**config.mk**
```make
export PLATFORM = sky130hd
export DESIGN_NAME = w2s_div_cell
export DESIGN_NICKNAME = d
export VERILOG_FILES = /design/src/rtl/core/w2s_pkg.sv /design/src/rtl/core/w2s_div_cell.sv
export SDC_FILE = /design/constraint.sdc
export NUM_CORES = 1
export LEC_CHECK = 0
export ABC_AREA = 1
export CAP_MARGIN = 40
export CORE_AREA = 2 2 440 442
export CTS_CLUSTER_DIAMETER = 30
export CTS_CLUSTER_SIZE = 8
export DETAILED_ROUTE_END_ITERATION = 7
export DIE_AREA = 0 0 442 444
export DONT_BUFFER_PORTS = 1
export PLACE_DENSITY_LB_ADDON = 0.05
export RECOVER_POWER = 100
export SLEW_MARGIN = 10
export SYNTH_ARGS = -nofsm -noshare
export SYNTH_HDL_FRONTEND = slang
export SYNTH_SLANG_ARGS = --single-unit
```
**constraint.sdc**
```tcl
create_clock -name clk -period 1.75 [get_ports clk]
set_input_delay 0.0875 -clock clk [delete_from_list [all_inputs] [get_ports clk]]
set_output_delay 0.0875 -clock clk [all_outputs]
set_load 0.02 [all_outputs]
```
**src/rtl/core/w2s_pkg.sv**
```systemverilog
// ----------------------------------------------------------------------------
// w2s_pkg
// Types and constants shared by the world-to-screen projection block.
// ----------------------------------------------------------------------------
package w2s_pkg;

  localparam int unsigned NUM_REGS = 8;
  localparam int unsigned CFG_IDX_W = 3;
  localparam int unsigned CFG_DATA_W = 64;
  localparam int unsigned DIM_W = 14;

  // Register indexes.
  localparam logic [CFG_IDX_W-1:0] REG_ROW_X_FIRST  = 3'd0;
  localparam logic [CFG_IDX_W-1:0] REG_ROW_X_SECOND = 3'd1;
  localparam logic [CFG_IDX_W-1:0] REG_ROW_Y_FIRST  = 3'd2;
  localparam logic [CFG_IDX_W-1:0] REG_ROW_Y_SECOND = 3'd3;
  localparam logic [CFG_IDX_W-1:0] REG_ROW_W_FIRST  = 3'd4;
  localparam logic [CFG_IDX_W-1:0] REG_ROW_W_SECOND = 3'd5;
  localparam logic [CFG_IDX_W-1:0] REG_SCREEN_W     = 3'd6;
  localparam logic [CFG_IDX_W-1:0] REG_SCREEN_H     = 3'd7;

  localparam logic [DIM_W-1:0] SCREEN_W_RESET = 14'd1920;
  localparam logic [DIM_W-1:0] SCREEN_H_RESET = 14'd1080;

  // Dot product sum width and divider widths.
  localparam int unsigned DOT_W = 64;
  localparam int unsigned QUO_W = 41;   // quotient clamped to 2^40
  localparam int unsigned NUM_W = 128;  // dividend bit count

  typedef struct packed {
    logic signed [31:0] world_x;
    logic signed [31:0] world_y;
    logic signed [31:0] world_z;
  } in_item_t;

  typedef struct packed {
    logic               visible;
    logic signed [31:0] screen_x;
    logic signed [31:0] screen_y;
  } out_item_t;

  // Per-lane divider state passed from cell to cell.
  typedef struct packed {
    logic [63:0]        rem;
    logic [NUM_W-1:0]   num;
    logic [QUO_W-1:0]   quo;
    logic               big;
    logic               neg;
  } div_lane_t;

  // Side data carried alongside the divider lanes.
  typedef struct packed {
    logic               valid;
    logic               visible;
    logic [63:0]        w;
    logic [DIM_W-1:0]   dim_x;
    logic [DIM_W-1:0]   dim_y;
  } div_side_t;

endpackage

```
**src/rtl/core/w2s_div_cell.sv**
```systemverilog
// ----------------------------------------------------------------------------
// w2s_div_cell
// One restoring-division step for the x and y lanes, handing its state on.
// ----------------------------------------------------------------------------
module w2s_div_cell #(
  parameter int unsigned BIT_POS = 0
) (
  input  logic                  clk,
  input  logic                  rst,
  input  w2s_pkg::div_side_t    side_in,
  input  w2s_pkg::div_lane_t    lane_x_in,
  input  w2s_pkg::div_lane_t    lane_y_in,
  output w2s_pkg::div_side_t    side_out,
  output w2s_pkg::div_lane_t    lane_x_out,
  output w2s_pkg::div_lane_t    lane_y_out
);

  // Quotient bit written by this cell; cells at or above bit 40 only flag overflow.
  localparam int unsigned QBIT = (BIT_POS < 40) ? BIT_POS : 0;

  function automatic w2s_pkg::div_lane_t step(w2s_pkg::div_lane_t l, logic [63:0] w);
    w2s_pkg::div_lane_t o;
    logic [64:0]        r;
    o = l;
    r = {l.rem, l.num[BIT_POS]};
    if (r >= {1'b0, w}) begin
      r = r - {1'b0, w};
      if (BIT_POS >= 40) begin
        o.big = 1'b1;
      end else begin
        o.quo[QBIT] = 1'b1;
      end
    end
    o.rem = r[63:0];
    return o;
  endfunction

  always_ff @(posedge clk) begin
    if (rst) begin
      side_out.valid <= 1'b0;
    end else begin
      side_out.valid <= side_in.valid;
    end
    side_out.visible <= side_in.visible;
    side_out.w       <= side_in.w;
    side_out.dim_x   <= side_in.dim_x;
    side_out.dim_y   <= side_in.dim_y;
    lane_x_out       <= step(lane_x_in, side_in.w);
    lane_y_out       <= step(lane_y_in, side_in.w);
  end

endmodule

```
Word level (Yosys, flattened, before mapping)
Cells that the tools add are included.
{"block": "classes", "addsub": 2, "multipliers": 0, "div_mod_pow": 0, "magnitude_cmp": 2, "eq_ne": 0, "n_shift": 0, "n_mux": 2, "n_bitwise": 0, "reduce_logical": 0}
{"cell": "65-bit by 64-bit >= comparator with 1-bit output", "n": 2}
{"cell": "64-bit two-way mux", "n": 2}
{"cell": "64-bit subtractor", "n": 2}
{"block": "totals", "regBits": 564, "latch_bits": 0, "ramBits": 0, "romBits": 0, "out_inout_bits": 564, "elab_cells": 23, "memories": 0}

Logic depth before layout (Yosys ltp)
Gate-level depths: netlist of the first run.
{"block": "logic_depth", "ltp_word": 2, "ltp_mapped": 18}

Worst setup path before layout of the first run
OpenSTA, ideal clock, no wires.
{"block": "synth_path", "path_type": "input -> register", "start": "in side_in[35] (netlist bit)", "end": "reg lane_x_out[190] (netlist bit)", "setup_time_ps": 113, "arrival_time_ps": 1691, "path_slack_ps": -53, "stages": 18, "path_cell_list": "inv_1 ha_1 nand2_1 inv_1 nand2_1 nand2_1 inv_1 nand3_1 nand2_1 nand2_1 nand2_1 nand2_2 nand2_4 nand2_4 buf_6 buf_6 nand2_1 nand2_1"}
{"block": "synth_via", "elab_chain_cells": 2, "word_cells_on_any_way": 3, "classes_between": "add/sub (1); order compare (1); mux (1)"}
{"item": "start: declaration", "line": "w2s_div_cell.sv:10", "text": "input w2s_pkg::div_side_t side_in,"}
{"item": "64-bit subtractor / 65-bit by 64-bit >= comparator with 1-bit output (equally long branches)", "line": "w2s_div_cell.sv:27, w2s_div_cell.sv:26"}
{"item": "64-bit two-way mux (*)", "line": "w2s_div_cell.sv:26", "text": "if (r >= {1'b0, w}) begin"}
{"item": "end signal: assignment", "line": "w2s_div_cell.sv:48", "text": "lane_x_out <= step(lane_x_in, side_in.w);"}
{"item": "end: declaration", "line": "w2s_div_cell.sv:14", "text": "output w2s_pkg::div_lane_t lane_x_out,"}
Every way passes the cells marked *; elsewhere a longest branch is shown, timed or not.
A chain may end at the register's enable or synchronous reset.

Final worst setup path of the first run
{"block": "layout_path", "start": "in side_in[59] (netlist bit)", "end": "reg lane_x_out[221] (netlist bit)"}
The elaborated chain is that of the path after synthesis.

==> flow_metrics.env, run 1 <==
export IMPL_grt_util_met3_pct=4.46
export IMPL_vias=28600
export IMPL_hold_path_class="in -> reg"
export IMPL_layout_nets=6106
export IMPL_drive_above_1_share_pct=22.3
export IMPL_clkTransAtPathRegs_ns=0.04
export IMPL_yosys_top_cells_count="1426 x nand2_1, 710 x inv_1, 564 x dfxtp_1"
export IMPL_place_hpwl_microns=164000
export IMPL_utilization_pct=25.8
export IMPL_drt_iter0_markers=1280
export IMPL_clock_sinks=564
export IMPL_final_hold_violation_count=133
export IMPL_post_drt_wl_per_cell_microns=24.1
export IMPL_synth_seq_cells=564
export IMPL_synth_edf_count=0
export IMPL_synth_top_flop_cell="dfxtp_1"
export IMPL_whs_ns=-0.701
export IMPL_power_uw=56300
export IMPL_max_cap_violations=0
export IMPL_area_growth_pct=95.4
export IMPL_start_util_pct=13.2
export IMPL_comb_power_share_pct=17.7
export IMPL_slew_headroom_pct=58.1
export IMPL_hold_depth=0
export IMPL_tritoncts="built"
export IMPL_violations="negative hold slack"
export IMPL_numPortBuffers=0
export IMPL_grt_max_degree=38
export IMPL_yosysWarnings=0
export IMPL_die_w_microns=442
export IMPL_crit_fanout=3
export IMPL_pwr_share_seq_pct=29.6
export IMPL_ios=1130
export IMPL_avgSynthCellArea_sq_um=6.94
export IMPL_grt_total_usage_pct=19.3
export IMPL_power_switching_uw=17700
export IMPL_drcViolationCount=0
export IMPL_worstSetupStartpoint="side_in[59]"
export IMPL_syn_area_sq_um=25300
export IMPL_p_leak_uw=0.0249
export IMPL_antenna_found_initial=32
export IMPL_htree_levels=4
export IMPL_cp_start_kind="primary input"
export IMPL_clockBufferDepth=3
export IMPL_row_count=161
export IMPL_wl_microns=194000
export IMPL_syn_num_nets=4344
export IMPL_dieHeight_microns=444
export IMPL_core_area_sq_um=192000
export IMPL_gr_max_usage_layer="met2"
export IMPL_rsz0062_at_grt="yes"
export IMPL_yosysTopAreaCell="dfxtp_1"
export IMPL_required_ns=2.43
export IMPL_min_to="side_out[38]"
export IMPL_slew_violations=0
export IMPL_power_share_switching_pct=31.4
export IMPL_grt_overflow_total=0
export IMPL_cts_root_buf="clkbuf_16"
export IMPL_min_period_ns=1.74
export IMPL_first_pass_iters=5
export IMPL_worst_pin_slew_ns=0.627
export IMPL_synth_most_common_cell="nand2_1"
export IMPL_p_int_uw=38600
export IMPL_crit_arrival_ns=2.42
export IMPL_dieArea_sq_um=196000
export IMPL_grt_pass1_vias=30700
export IMPL_ir_drop_v=0.000927
export IMPL_grt_pass1_wl_microns=258000
export IMPL_use_met1_pct=21.7
export IMPL_grt_use_met2_pct=35.7
export IMPL_ys_seq_area_share_pct=44.6
export IMPL_setup_viol=0
export IMPL_worstSetupPathType="in -> reg"
export IMPL_synth_top_cell_area_share_pct=44.6
export IMPL_cp_end_kind="flop"
export IMPL_viasPerCell=3.54
export IMPL_cts_made_buffers=157
export IMPL_timing_final_crit_share_pct=99.4
export IMPL_synthArstFlopShare_pct=0
export IMPL_synth_cell_type_count=38
export IMPL_ant_nets=0
export IMPL_syn_inst=3648
export IMPL_power_share_clock_pct=52.7
export IMPL_max_freq_ghz=0.575
export IMPL_worstHoldStart="side_in[38]"
export IMPL_power_density_nw_per_um2=1140
export IMPL_synthTopCellsByArea="dfxtp_1 45%, nand2_1 21%, inv_1 11%"
export IMPL_place_congestion=0.911
export IMPL_outcome="finished with violations"
-- routing by layer --
metal	part of all wire, %	vias to the layer above
li1	-	14500
met1	40	13000
met2	52	909
met3	5.2	194
met4	2.6	6
met5	0.017	-
-- sequential cells by signal, indices dropped and copies added, names as in the netlist --
name        cells
side_out       94
lane_x_out    235
lane_y_out    235
-- final cells by class --
| type | count | area [sq um] |
|---|---|---|
| antenna | 11 | 27.5 |
| sequential | 564 | 11300 |
| inverter | 723 | 2760 |
| timing repair buffer | 1641 | 15000 |
| clock inverter | 95 | 1350 |
| clock buffer | 188 | 4220 |
| tap | 2526 | 3160 |
| fill | 20800 | 142000 |
| multi-input combinational | 2323 | 11600 |
-- cell usage in the layout, fill, tap and decap left out, drive strengths merged, types with 7 or more instances in the layout --
cell / Yosys / routed
clkinv: 1 / 54
nand3b: 33 / 33
nor4: 11 / 11
clkbuf: 14 / 195
and3: 7 / 7
xor2: 60 / 60
nand4: 14 / 14
dfxtp: 564 / 564
bufinv: 0 / 16
nand2: 1440 / 1440
nand3: 261 / 261
inv: 722 / 719
dlygate4sd3: 0 / 858
buf: 24 / 776
ha: 128 / 128
nor3: 22 / 22
clkinvlp: 0 / 29
nor2: 229 / 229
diode: 0 / 11
a21oi: 85 / 85
o21ai: 14 / 14
-- how the worst max path moves through the flow --
stage | to | depth (start not counted)
floorplan | lane_x_out[190] | 14
global placement | lane_y_out[216] | 15
finish | lane_x_out[221] | 17
global route | lane_y_out[200] | 15
CTS | lane_y_out[221] | 14
detailed placement | lane_y_out[216] | 15
-- cell families (layout without fill, tap and decap cells) --
| family | after synthesis | in the layout | share of synthesized area (%) |
|---|---|---|---|
| other | 0 | 11 | 0 |
| XOR/XNOR | 62 | 62 | 2.15 |
| buffers and inverters | 761 | 2647 | 11.6 |
| adder cells (fa/ha/maj) | 130 | 130 | 6.49 |
| AND/OR/NAND/NOR | 2027 | 2027 | 33.0 |
| AO/OA/AOI/OAI | 104 | 104 | 2.12 |
| flip-flops | 564 | 564 | 44.6 |
-- stage by stage --
stage	TNS [ns]	hold WS, ns	cell area, sq um	instances	setup WS (ns)
floorplan	0	0.115	25600	3648	0.000424
global placement	-110.25	0.115	34900	6915	-0.952
detailed placement	-108.97	0.115	34900	6915	-0.930
CTS	0	-0.777	48900	8034	0.00482
global route	-0.111	-0.758	49500	8069	-0.0199
finish	0	-0.701	49500	8071	0.00973
-- power groups by stage --
| stage | Clock, uW | Sequential [uW] | Combinational (uW) |
|---|---|---|---|
| 6_report | 29700 | 16700 | 9970 |
| 5_1_grt | 31100 | 16700 | 11000 |
| 4_1_cts | 30300 | 16700 | 10000 |
| 3_5_place_dp | 0 | 16900 | 8350 |
| 3_3_place_gp | 0 | 17000 | 8400 |
| 2_1_floorplan | 0 | 16000 | 3660 |
-- critical path, stage by stage --
cell and delay, ns:
clkinvlp_4 0.17, ha_4 0.36, buf_4 0.11, nand2_1 0.09
buf_4 0.16, nor2_1 0.08, buf_4 0.15, nand2_1 0.18
inv_1 0.12, nand2_1 0.07, nand2_1 0.19, buf_4 0.15
nand2_1 0.16, nand3_1 0.15, nand2_1 0.05, nand3_1 0.08
nand2_1 0.05
-- what timing repair did --
item | 4_1_cts | 5_1_grt
hold buffers | 835 | 23
pin swaps | 0 | 2
hold endpoints to repair | 564 | 144
setup endpoints to repair | 31 | 120
resized for setup | 8 | 96
cloned | 0 | 2
setup buffers | 1 | 1
No activity file was read; power rests on OpenSTA's default activity.
==> inputs of run 2 (changes only) <==
--- a/config.mk
+++ b/config.mk
@@ -14,7 +14,6 @@
 export DIE_AREA = 0 0 442 444
 export DONT_BUFFER_PORTS = 1
 export PLACE_DENSITY_LB_ADDON = 0.05
-export RECOVER_POWER = 100
 export SLEW_MARGIN = 10
 export SYNTH_ARGS = -nofsm -noshare
 export SYNTH_HDL_FRONTEND = slang
==> constraint.sdc (replaced) <==
create_clock -name clk -period 2.2 [get_ports clk]
set_input_delay 0.11 -clock clk [delete_from_list [all_inputs] [get_ports clk]]
set_output_delay 0.11 -clock clk [all_outputs]
set_load 0.02 [all_outputs]
==> run 2 against run 1 <==
  * The flow still finishes with violations (negative hold slack)
  * Flip-flop and latch count unchanged
  * First-iteration DRC count increased by 8.8%
  * Worst hold slack improved by 0.032 ns
  * Global-route usage increased by 0.40 points
  * Core utilization increased by 0.53 points
  * Critical path type unchanged
  * Final area increased by 2.1%
  * Sequential power decreased by 21%
==> flow_metrics.env, run 2 (synthesis gave the netlist of run 1 again) <==
export IMPL_vias=29100
export IMPL_wl_microns=199000
export IMPL_final_cell_mix="1421 x nand2_1, 968 x dlygate4sd3_1, 710 x inv_1, 709 x buf_4, 564 x dfxtp_1"
export IMPL_power_switching_uw=14100
export IMPL_place_hpwl_microns=167000
export IMPL_max_cap_violations=0
export IMPL_drive_above_1_share_pct=20.3
export IMPL_die_w_microns=442
export IMPL_place_ws_ns=-0.583
export IMPL_outcome="finished with violations"
export IMPL_whs_ns=-0.669
export IMPL_p_leak_uw=0.0255
export IMPL_required_ns=2.89
export IMPL_crit_arrival_ns=2.84
export IMPL_place_congestion=0.898
export IMPL_power_share_switching_pct=30.5
export IMPL_slew_headroom_pct=47.0
export IMPL_largest_registers="lane_x_out x235, lane_y_out x235, side_out x94"
export IMPL_clkTransAtPathRegs_ns=0.05
export IMPL_start_util_pct=13.2
export IMPL_hold_path_class="in -> reg"
export IMPL_ir_drop_v=0.000669
export IMPL_drt_iter0_markers=1392
export IMPL_cp_end_kind="flop"
export IMPL_layout_nets=6199
export IMPL_timing_final_crit_share_pct=98.0
export IMPL_first_pass_iters=5
export IMPL_post_drt_wl_per_cell_microns=24.3
export IMPL_comb_power_share_pct=17.5
export IMPL_ios=1130
export IMPL_grt_total_usage_pct=19.7
export IMPL_cts_made_buffers=165
export IMPL_dieArea_sq_um=196000
export IMPL_max_freq_ghz=0.464
export IMPL_p_int_uw=32100
export IMPL_grt_pass1_wl_microns=263000
export IMPL_grt_max_degree=34
export IMPL_final_common_cell="nand2_1"
export IMPL_drcViolationCount=0
export IMPL_final_hold_violation_count=44
export IMPL_htree_levels=4
export IMPL_finalInstanceArea_sq_um=50500
export IMPL_placed_area_sq_um=34500
export IMPL_clockBufferDepth=3
export IMPL_worst_pin_slew_ns=0.794
export IMPL_numPortBuffers=0
export IMPL_layout_cells_non_filler=8178
export IMPL_cts_root_buf="clkbuf_16"
export IMPL_violations="negative hold slack"
export IMPL_power_share_clock_pct=53.8
export IMPL_viasPerCell=3.55
export IMPL_crit_fanout=14
export IMPL_grt_pass1_vias=31100
export IMPL_ant_nets=0
export IMPL_antenna_found_initial=37
export IMPL_power_density_nw_per_um2=915
export IMPL_min_period_ns=2.15
export IMPL_row_count=161
export IMPL_worstSetupPathType="in -> reg"
export IMPL_grt_overflow_total=0
export IMPL_slew_violations=0
export IMPL_cp_start_kind="primary input"
export IMPL_pwr_share_seq_pct=28.6
export IMPL_dieHeight_microns=444
export IMPL_core_area_sq_um=192000
export IMPL_clock_sinks=564
export IMPL_rsz0062_at_grt="no"
export IMPL_tritoncts="built"
export IMPL_area_growth_pct=99.5
export IMPL_placed_cells=6892
export IMPL_postLayoutSetupSlackWorst_ns=0.0450
export IMPL_setup_viol=0
[run 2: cell types whose count changed in the layout (fill, tap and decap cells not counted), sizes merged]
cell / delta
diode: +12
dlymetal6s4s: +1
dlygate4sd3: +110
buf: -19
clkbuf: +16
clkinv: -12
bufinv: +4
clkinvlp: -13
inv: +8
[run 2: worst max-delay path, cell delays in order]
cell           delay [ns]
inv_1                0.05
dlygate4sd3_1        0.57
ha_1                 0.32
a21o_1               0.22
o21bai_2             0.23
a21oi_2              0.18
buf_4                0.14
nand3_2              0.09
nor2_4               0.21
nand2_8              0.15
buf_4                0.21
buf_12               0.15
or2_1                0.20
[run 2: final cells by class]
class,instances,area (sq um)
clock buffers,211,4560
repair buffers,1726,16000
inverters,723,2710
well taps,2526,3160
multi-input cells,2323,11400
fillers,20800,141000
diodes,23,57.6
flip-flops and latches,564,11300
clock inverters,82,1330
[run 2: routing by layer]
metal | part of all wire, % | GRT usage (%) | up-vias
li1 | - | - | 14700
met1 | 40 | 21.9 | 13100
met2 | 52 | 36.6 | 933
met3 | 4.7 | 4.45 | 264
met4 | 3.2 | 6.40 | 14
met5 | 0.045 | 0 | -
[run 2: what timing repair did]
| item | 4_1_cts | 5_1_grt |
|---|---|---|
| buffers inserted | 0 | 1 |
| setup endpoints to repair | 0 | 128 |
| hold buffers | 940 | 29 |
| resized for setup | 0 | 61 |
| endpoints found under the hold margin | 564 | 63 |
[run 2: final timing paths]
| check | depth (start not counted) | slack [ns] | to | startpoint |
|---|---|---|---|---|
| setup / recovery | 13 | 0.05 | lane_x_out[2] | side_in[88] |
| hold / removal | 0 | -0.67 | side_out[29] | side_in[29] |
[run 2: power by group through the flow]
| stage | Sequential [uW] | Clock [uW] | Combinational [uW] |
|---|---|---|---|
| global route | 13300 | 25900 | 8930 |
| global placement | 13500 | 0 | 6590 |
| finish | 13200 | 24900 | 8110 |
| CTS | 13300 | 25300 | 8150 |
| detailed placement | 13500 | 0 | 6560 |
| floorplan | 12700 | 0 | 2840 |
[run 2: stage by stage]
stage	TNS (ns)	util (%)	power, uW
finish	0	26.4	46200
global route	0	26.3	48100
CTS	0	26.0	46800
detailed placement	-63.15	18.0	20000
global placement	-64.72	18.0	20100
floorplan	0	-	15600
